<file path="config.mk">
export PLATFORM = sky130hd
export DESIGN_NAME = multi_button_debounce_toggle
export DESIGN_NICKNAME = d
export VERILOG_FILES = /design/src/rtl/core/mbdt_pkg.sv /design/src/rtl/core/mbdt_chan.sv /design/src/rtl/core/multi_button_debounce_toggle.sv
export VERILOG_INCLUDE_DIRS = /design/src /design/src/rtl/core
export SDC_FILE = /design/constraint.sdc
export NUM_CORES = 2
export LEC_CHECK = 0
export BUFFER_PORTS_ARGS = -buffer_cell sky130_fd_sc_hd__buf_2
export CORE_ASPECT_RATIO = 2
export CORE_MARGIN = 3
export CORE_UTILIZATION = 30
export DETAILED_ROUTE_END_ITERATION = 8
export PLACE_DENSITY = 0.48
export SLEW_MARGIN = 20
export SYNTH_ARGS = -nofsm -noshare
export SYNTH_HDL_FRONTEND = slang
export SYNTH_SLANG_ARGS = --single-unit
</file>
<file path="constraint.sdc">
create_clock -name clk -period 11 [get_ports clk]
set_input_delay 1.1 -clock clk [delete_from_list [all_inputs] [get_ports clk]]
set_output_delay 1.1 -clock clk [all_outputs]
set_load 0.05 [all_outputs]
</file>
<file path="src/rtl/core/multi_button_debounce_toggle_assert.svh">
// Assertion macros for the multi-button debouncer.
// Included by the top level; depends on nothing else.
`ifndef MULTI_BUTTON_DEBOUNCE_TOGGLE_ASSERT_SVH
`define MULTI_BUTTON_DEBOUNCE_TOGGLE_ASSERT_SVH

// Same-cycle implication, disabled in reset.
`define MBDT_ASSERT_NOW(lbl, clk, rst, ante, cons, msg) \
  lbl: assert property (@(posedge clk) disable iff (rst) (ante) |-> (cons)) else $error(msg);

// Next-cycle implication, disabled in reset.
`define MBDT_ASSERT_NEXT(lbl, clk, rst, ante, cons, msg) \
  lbl: assert property (@(posedge clk) disable iff (rst) (ante) |=> (cons)) else $error(msg);

`endif

</file>
<file path="src/rtl/core/mbdt_pkg.sv">
// Shared types and constants for the multi-button debouncer.
// No dependencies.
package mbdt_pkg;

  localparam int ACTION_W = 2;
  localparam int NOW_W    = 32;
  localparam int PIN_W    = 10;
  localparam int CH_W     = 4;
  localparam int DEB_W    = 16;
  localparam int CFG_IDX_W = 2;

  localparam int IN_DATA_W  = 56;
  localparam int OUT_DATA_W = 32;

  // Bit positions inside the request word
  localparam int IN_ACT_LO = 0;
  localparam int IN_NOW_LO = IN_ACT_LO + ACTION_W;
  localparam int IN_PIN_LO = IN_NOW_LO + NOW_W;
  localparam int IN_CH_LO  = IN_PIN_LO + PIN_W;
  localparam int IN_TV_LO  = IN_CH_LO + CH_W;

  // Bit positions inside the result word
  localparam int OUT_TAKEN_LO = 0;
  localparam int OUT_PEND_LO  = 1;
  localparam int OUT_TOG_LO   = OUT_PEND_LO + PIN_W;
  localparam int OUT_DEB_LO   = OUT_TOG_LO + PIN_W;
  localparam int OUT_USED_W   = OUT_DEB_LO + PIN_W;

  localparam logic [DEB_W-1:0] DEBOUNCE_RESET = DEB_W'(10);

  typedef enum logic [ACTION_W-1:0] {
    ACT_SCAN = 2'd0,
    ACT_TAKE = 2'd1,
    ACT_SET  = 2'd2
  } action_t;

  typedef enum logic [CFG_IDX_W-1:0] {
    CFG_DEBOUNCE = 2'd0,
    CFG_ACTIVE   = 2'd1,
    CFG_MASK     = 2'd2
  } cfg_idx_t;

  // Per-channel status returned by a debounce lane
  typedef struct packed {
    logic stable;       // current debounced level
    logic stable_next;  // debounced level after this request
    logic press;        // accepted edge to the active level
  } chan_stat_t;

endpackage

</file>
<file path="src/rtl/core/mbdt_chan.sv">
// One debounce lane: raw-level history, change stamp and debounced level.
// Depends on mbdt_pkg.
module mbdt_chan #(
  parameter int TIME_BITS = 32
) (
  input  logic                        clk,
  input  logic                        rst,
  input  logic                        step,
  input  logic [TIME_BITS-1:0]        now,
  input  logic                        pin,
  input  logic [mbdt_pkg::DEB_W-1:0]  deb,
  input  logic                        active,
  output mbdt_pkg::chan_stat_t        stat
);

  localparam int CMP_W = (TIME_BITS > mbdt_pkg::DEB_W) ? TIME_BITS : mbdt_pkg::DEB_W;

  logic                 last_raw;
  logic                 stable;
  logic [TIME_BITS-1:0] stamp;
  logic [TIME_BITS-1:0] elapsed;
  logic                 expired;
  logic                 accept;

  // Elapsed time wraps with the clock counter; a fresh change restarts at zero
  assign elapsed = now - stamp;
  assign expired = CMP_W'(elapsed) > CMP_W'(deb);
  assign accept  = step && (pin == last_raw) && expired && (pin != stable);

  always_ff @(posedge clk) begin
    if (rst) begin
      last_raw <= 1'b1;
      stable   <= 1'b1;
      stamp    <= '0;
    end else if (step) begin
      last_raw <= pin;
      if (pin != last_raw) begin
        stamp <= now;
      end
      if (accept) begin
        stable <= pin;
      end
    end
  end

  assign stat.stable      = stable;
  assign stat.stable_next = accept ? pin : stable;
  assign stat.press       = accept && (pin == active);

endmodule

</file>
<file path="src/rtl/core/multi_button_debounce_toggle.sv">
// Multi-button debouncer with sticky press flags and toggle bits.
// A request passes the request register, then the result register.
// One request per cycle unless m_tready stalls; all channels work in parallel lanes.
// Reset: synchronous; raw and debounced levels go idle high, stamps, press flags
// and toggle bits clear, debounce_ms = 10, active_level = 0, toggle_mask = all ones.
// Depends on mbdt_pkg, mbdt_chan and multi_button_debounce_toggle_assert.svh.
`include "multi_button_debounce_toggle_assert.svh"

module multi_button_debounce_toggle #(
  parameter int CHANNELS  = 10,
  parameter int TIME_BITS = 32
) (
  input  logic                                clk,
  input  logic                                rst,
  // Request stream
  input  logic                                s_tvalid,
  output logic                                s_tready,
  // tdata, low bit up: action[1:0], now_ms[33:2], pin_levels[43:34],
  // channel[47:44], toggle_value[48], zero fill[55:49]
  input  logic [mbdt_pkg::IN_DATA_W-1:0]      s_tdata,
  // Result stream
  output logic                                m_tvalid,
  input  logic                                m_tready,
  // tdata, low bit up: pressed_taken[0], pressed_pending[10:1],
  // toggle_levels[20:11], debounced_levels[30:21], zero fill[31]
  output logic [mbdt_pkg::OUT_DATA_W-1:0]     m_tdata,
  // Configuration writes
  input  logic                                cfg_we,
  input  logic [mbdt_pkg::CFG_IDX_W-1:0]      cfg_index,
  input  logic [mbdt_pkg::DEB_W-1:0]          cfg_data
);

  localparam int PIN_W = mbdt_pkg::PIN_W;
  localparam int CH_W  = mbdt_pkg::CH_W;

  // ---------------------------------------------------------------------------
  // Configuration registers
  // ---------------------------------------------------------------------------
  logic [mbdt_pkg::DEB_W-1:0] debounce_ms;
  logic                       active_level;
  logic [CHANNELS-1:0]        toggle_mask;
  logic [CHANNELS-1:0]        mask_wr;

  always_ff @(posedge clk) begin
    if (rst) begin
      debounce_ms  <= mbdt_pkg::DEBOUNCE_RESET;
      active_level <= 1'b0;
      toggle_mask  <= '1;
    end else if (cfg_we) begin
      unique case (mbdt_pkg::cfg_idx_t'(cfg_index))
        mbdt_pkg::CFG_DEBOUNCE: debounce_ms  <= cfg_data;
        mbdt_pkg::CFG_ACTIVE:   active_level <= cfg_data[0];
        mbdt_pkg::CFG_MASK:     toggle_mask  <= mask_wr;
        default: ;  // unused index: drop the write
      endcase
    end
  end

  // ---------------------------------------------------------------------------
  // Request register
  // ---------------------------------------------------------------------------
  logic                  s1_valid;
  mbdt_pkg::action_t     s1_action;
  logic [TIME_BITS-1:0]  s1_now;
  logic [PIN_W-1:0]      s1_pins;
  logic [CH_W-1:0]       s1_ch;
  logic                  s1_tv;
  logic                  advance;
  logic                  scan_step;

  // Process the held request whenever the result register is free or draining
  assign advance   = s1_valid && (!m_tvalid || m_tready);
  assign s_tready  = !s1_valid || advance;
  assign scan_step = advance && (s1_action == mbdt_pkg::ACT_SCAN);

  always_ff @(posedge clk) begin
    if (rst) begin
      s1_valid <= 1'b0;
    end else if (s_tready) begin
      s1_valid <= s_tvalid;
    end
  end

  always_ff @(posedge clk) begin
    if (s_tready && s_tvalid) begin
      s1_action <= mbdt_pkg::action_t'(s_tdata[mbdt_pkg::IN_ACT_LO +: mbdt_pkg::ACTION_W]);
      s1_now    <= s_tdata[mbdt_pkg::IN_NOW_LO +: TIME_BITS];
      s1_pins   <= s_tdata[mbdt_pkg::IN_PIN_LO +: PIN_W];
      s1_ch     <= s_tdata[mbdt_pkg::IN_CH_LO +: CH_W];
      s1_tv     <= s_tdata[mbdt_pkg::IN_TV_LO];
    end
  end

  // ---------------------------------------------------------------------------
  // Debounce lanes, one per channel
  // ---------------------------------------------------------------------------
  mbdt_pkg::chan_stat_t  stat [CHANNELS];
  logic [CHANNELS-1:0]   pins_c;
  logic [CHANNELS-1:0]   ch_sel;
  logic [CHANNELS-1:0]   press_set;
  logic [CHANNELS-1:0]   stable_cur;
  logic [CHANNELS-1:0]   stable_next;

  for (genvar i = 0; i < CHANNELS; i++) begin : g_ch
    // Channels past the pin field see a low pin and take no mask write bit
    if (i < PIN_W) begin : g_pin
      assign pins_c[i]  = s1_pins[i];
      assign mask_wr[i] = cfg_data[i];
    end else begin : g_nopin
      assign pins_c[i]  = 1'b0;
      assign mask_wr[i] = 1'b0;
    end

    assign ch_sel[i]      = (s1_ch == CH_W'(i));
    assign press_set[i]   = stat[i].press;
    assign stable_cur[i]  = stat[i].stable;
    assign stable_next[i] = stat[i].stable_next;

    mbdt_chan #(
      .TIME_BITS (TIME_BITS)
    ) u_chan (
      .clk    (clk),
      .rst    (rst),
      .step   (scan_step),
      .now    (s1_now),
      .pin    (pins_c[i]),
      .deb    (debounce_ms),
      .active (active_level),
      .stat   (stat[i])
    );
  end

  // ---------------------------------------------------------------------------
  // Press flags and toggle bits
  // ---------------------------------------------------------------------------
  logic [CHANNELS-1:0] press_flags;
  logic [CHANNELS-1:0] press_flags_next;
  logic [CHANNELS-1:0] toggle_bits;
  logic [CHANNELS-1:0] toggle_bits_next;
  logic                taken_next;

  // An out-of-range channel matches no select bit, so take and set fall
  // through with no effect and take answers zero.
  always_comb begin
    press_flags_next = press_flags | press_set;
    toggle_bits_next = toggle_bits ^ (press_set & toggle_mask);
    taken_next       = 1'b0;
    unique case (s1_action)
      mbdt_pkg::ACT_SCAN: ;
      mbdt_pkg::ACT_TAKE: begin
        taken_next       = |(press_flags & ch_sel);
        press_flags_next = press_flags & ~ch_sel;
      end
      mbdt_pkg::ACT_SET: begin
        toggle_bits_next = s1_tv ? (toggle_bits | ch_sel) : (toggle_bits & ~ch_sel);
      end
      default: ;  // unused action: hold all state
    endcase
  end

  always_ff @(posedge clk) begin
    if (rst) begin
      press_flags <= '0;
      toggle_bits <= '0;
    end else if (advance) begin
      press_flags <= press_flags_next;
      toggle_bits <= toggle_bits_next;
    end
  end

  // ---------------------------------------------------------------------------
  // Result register
  // ---------------------------------------------------------------------------
  logic [PIN_W-1:0] press_next_p;
  logic [PIN_W-1:0] toggle_next_p;
  logic [PIN_W-1:0] stable_next_p;
  logic [PIN_W-1:0] toggle_p;
  logic [PIN_W-1:0] stable_p;

  // Fit channel vectors to the fixed result field width
  for (genvar j = 0; j < PIN_W; j++) begin : g_out
    if (j < CHANNELS) begin : g_has
      assign press_next_p[j]  = press_flags_next[j];
      assign toggle_next_p[j] = toggle_bits_next[j];
      assign stable_next_p[j] = stable_next[j];
      assign toggle_p[j]      = toggle_bits[j];
      assign stable_p[j]      = stable_cur[j];
    end else begin : g_none
      assign press_next_p[j]  = 1'b0;
      assign toggle_next_p[j] = 1'b0;
      assign stable_next_p[j] = 1'b0;
      assign toggle_p[j]      = 1'b0;
      assign stable_p[j]      = 1'b0;
    end
  end

  logic             out_taken;
  logic [PIN_W-1:0] out_pending;
  logic [PIN_W-1:0] out_toggle;
  logic [PIN_W-1:0] out_debounced;

  always_ff @(posedge clk) begin
    if (rst) begin
      m_tvalid <= 1'b0;
    end else if (advance) begin
      m_tvalid <= 1'b1;
    end else if (m_tready) begin
      m_tvalid <= 1'b0;
    end
  end

  always_ff @(posedge clk) begin
    if (advance) begin
      out_taken     <= taken_next;
      out_pending   <= press_next_p;
      out_toggle    <= toggle_next_p;
      out_debounced <= stable_next_p;
    end
  end

  assign m_tdata = {(mbdt_pkg::OUT_DATA_W - mbdt_pkg::OUT_USED_W)'(0),
                    out_debounced, out_toggle, out_pending, out_taken};

  // ---------------------------------------------------------------------------
  // Assertions
  // ---------------------------------------------------------------------------
  // Only a take request may report a taken flag
  `MBDT_ASSERT_NEXT(a_taken_only_on_take, clk, rst,
    advance && (s1_action != mbdt_pkg::ACT_TAKE), !out_taken,
    "pressed_taken set by a request that is not a take")

  // Press flags only clear through a take request
  `MBDT_ASSERT_NEXT(a_press_sticky, clk, rst,
    advance && (s1_action != mbdt_pkg::ACT_TAKE),
    (press_flags & $past(press_flags)) == $past(press_flags),
    "press flag cleared outside a take request")

  // A pending result always shows the live toggle and debounced state
  `MBDT_ASSERT_NOW(a_result_matches_state, clk, rst,
    m_tvalid, (out_toggle == toggle_p) && (out_debounced == stable_p),
    "held result disagrees with current state")

endmodule

</file>
==> impl_metrics.py <==
metrics = {
    "sta": {
        "worst_hold_slack_ns": 0.4528,
        "timing.final.max_slew_violations": 0,
        "rsz_0062_raised_after_global_routing": "no",
        "max_freq_ghz": 0.1462,
        "sum_of_negative_setup_slack_ns": 0,
        "tightestPinTransition_ns": 1.162,
        "final_hold_viol_count": 0,
        "period_share_pct": 62.18,
        "clock-skew-final_ns": 0.02766,
        "finalSetupViolCount": 0,
        "max_slew_margin_pct": 22.43,
        "post-route-min-period_ns": 6.840,
    },
    "min_path": {
        "min-delay-path-class": "register to register",
    },
    "synth": {
        "synth_cell_types": 104,
        "synth-edff-count": 80,
        "synth_top_cell_by_area": "dfxtp_1",
        "synth-seq-area-share_pct": 25.41,
        "most_used_standard_cell_by_instance_count_after_synthesis": "nand2_1",
        "netlist_instances": 5433,
        "synth_seq_cells": 469,
        "ys_top_cells_by_area": "dfxtp_1 19%, ha_1 15%, nand2_1 9.5%",
        "synth_flop_cell": "dfxtp_1",
        "yosys_warning_count": 0,
        "syn-num-nets": 5992,
        "syn_avg_cell_area_um2": 7.382,
        "synth.cells.most_frequent": "1017 x nand2_1, 706 x a21oi_1, 470 x ha_1",
        "syn-cell-area_mm2": 0.04011,
        "synth_top_cell_area_share_pct": 19.42,
        "postSynth.asyncResetShare_pct": 0,
    },
    "cts": {
        "clk_transition_reported_paths_ns": 0.07,
        "cts_tree": "built",
        "cts_htree_levels": 2,
        "cts_num_sinks": 469,
        "ctsRootBufferMaster": "clkbuf_16",
        "cts.hold.buffers_added": 0,
        "worstSkewPairLatency_ns": 0.66,
        "cts_buffer_depth": 3,
        "post_cts_resized": 0,
        "number_of_buffers_inserted_to_repair_setup_after_cts": 0,
        "numCtsBuffers": 51,
    },
    "route": {
        "drt-wirelength-per-cell_um": 20.70,
        "detail_route.iter0.violations": 1973,
        "number_of_search_and_repair_iterations_in_the_first_detailed_routing_pass": 6,
        "drt-total-wl_um": 149000,
        "drtAntennaViolNets": 0,
        "detailroute.via_count": 38770,
        "drcViolationCount": 0,
        "viasPerCell": 5.388,
    },
    "final_layout": {
        "finalNonFillerCells": 7196,
        "postLayoutCoreUtil_pct": 33.49,
        "num-nets-final": 5991,
        "fraction_of_final_layout_cells_with_drive_strength_greater_than_1_pct": 6.484,
        "layout-area-overhead-vs-synth_pct": 10.76,
    },
    "placed_design": {
        "dp.cells": 7098,
        "place.gp.congestion": 0.9002,
        "port-buffer-count": 104,
        "hpwl_um": 107300,
    },
    "pwr": {
        "ir_worst_vdd_mv": 0.1379,
        "p_leak_nw": 16.31,
        "total_power_mw": 5.160,
        "power_density_normalized_to_cell_area_mw_per_mm2": 116.2,
    },
    "flow_run": {
        "maxcap_violations": 0,
    },
    "die": {
        "coreArea_mm2": 0.1327,
        "fp.dieArea_mm2": 0.1384,
        "num_rows": 189,
        "die_x_um": 264.5,
        "dieHeight_um": 523.1,
        "starting_density_of_the_core_pct": 30.23,
        "floorplan.io_pins": 113,
    },
    "global_routing": {
        "global_route.overflow_total": 0,
        "grt_pass1_wl_um": 223100,
        "first_global_vias": 38270,
        "grt_start_max_net_pins": 192,
        "groute.usage.overall_pct": 20.90,
        "grt_antenna_before_repair": 3,
    },
    "critical_path": {
        "critical_path_required_ns": 11.41,
        "critPathLaunchType": "register",
        "worst-setup-path-type": "register to register",
        "crit_arrival_ns": 7.25,
        "cp-end-kind": "register",
        "largest_driver_fanout_on_the_critical_path": 11,
    },
    "status": {
        "run_status": "finished, final reports clean",
    },
}
==> cells by family after synthesis <==
family	count (synthesis)	share of synthesized area (%)
AND/OR/NAND/NOR	1955	22.33
multiplexers	44	1.145
XOR/XNOR	209	4.564
flip-flops	469	25.41
other	1	0.009350
buffers and inverters	671	6.327
AO/OA/AOI/OAI	1604	25.06
adder cells (fa/ha/maj)	480	15.16
==> final cells by class <==
type,instances,area (um2)
repair buffers,187,1166
diodes,2,5.005
well taps,1719,2151
flip-flops and latches,469,10190
clock buffers,63,1435
fillers,14120,88240
clock inverters,33,449.2
multi-input cells,4293,27410
inverters,430,1614
==> metal layers <==
| metal | track usage [%] | vias to the layer above | wire, um |
|---|---|---|---|
| li1 | - | 19280 | - |
| met3 | 2.119 | 317 | 4776 |
| met4 | 12.40 | 2 | 9987 |
| met2 | 40.55 | 793 | 78030 |
| met5 | 0 | - | 11 |
| met1 | 21.48 | 18380 | 56180 |
==> path summary, 6_finish.rpt <==
path	start	to	cells past startpoint	slack [ns]
worst min register to register	g_ch[4].u_chan.stamp[9]	g_ch[4].u_chan.stamp[9]	2	0.45
worst max register to register	s1_now[0]	out_debounced[4]	21	4.16
worst max-delay path	s1_now[0]	out_debounced[4]	21	4.16
worst min-delay path	g_ch[4].u_chan.stamp[9]	g_ch[4].u_chan.stamp[9]	2	0.45
==> registers in the layout, indices dropped and copies added, names as in the netlist, 2 cells and up <==
name                  cells
press_flags              10
toggle_bits              10
s1_now                   32
g_ch.u_chan.last_raw     10
out_pending              10
out_debounced            10
g_ch.u_chan.stamp       320
out_toggle               10
s1_action                 2
toggle_mask              10
debounce_ms              16
s1_ch                     4
pins_c                   10
g_ch.u_chan.stable       10
==> power breakdown <==
part	internal (mW)	leakage, nW	switching [mW]
clock	1.15	0.915	0.850
sequential	1.78	3.89	0.0254
combinational	0.499	11.5	0.855
total	3.43	16.3	1.73
==> metrics by stage <==
stage                     area (um2)  worst slack (ns)
after global routing           44420             3.649
after floorplan                40110             5.554
final                          44420             4.160
after CTS                      44410             4.034
after global placement         42530             4.131
after detailed placement       42530             4.038
==> placed cells by master (no fill, tap or decap), types with 20 or more instances in the layout <==
cell	Yosys	final
nand2_1	1017	1017
a21oi_1	706	706
ha_1	470	470
inv_1	429	428
dfxtp_1	389	389
nor2_1	272	270
o21ai_0	216	216
a21o_1	137	137
nand3_1	131	131
xnor2_1	126	126
buf_2	3	103
nand4_1	94	94
nor3_1	85	85
xor2_1	83	83
buf_4	2	82
edfxtp_1	80	80
o21a_1	70	70
clkbuf_16	0	54
nor2b_1	52	52
a31oi_1	52	52
a211oi_1	50	50
and3_1	47	47
o211ai_1	47	47
nand2b_1	47	46
and2_1	40	41
o21bai_1	41	41
nor4_1	34	34
mux2i_1	32	32
or3_1	29	29
o31ai_1	20	20
==> worst max-delay path: stages (launching register included) <==
cell      delay [ns]
edfxtp_1        0.32
buf_4           0.28
inv_1           0.45
ha_1            0.41
fa_1            0.40
nand2b_1        0.19
a211oi_1        0.47
o21ai_0         0.32
nand2_1         0.17
xor2_1          0.19
ha_1            0.27
and3_1          0.17
a221o_1         0.34
a221oi_1        0.33
o21ai_0         0.13
o21ai_0         0.37
nand4_1         0.22
nor4_1          0.23
nand4_1         0.15
nor4_2          0.63
nor2_1          0.23
mux2_2          0.32
No activity file was read; power rests on OpenSTA's default activity.
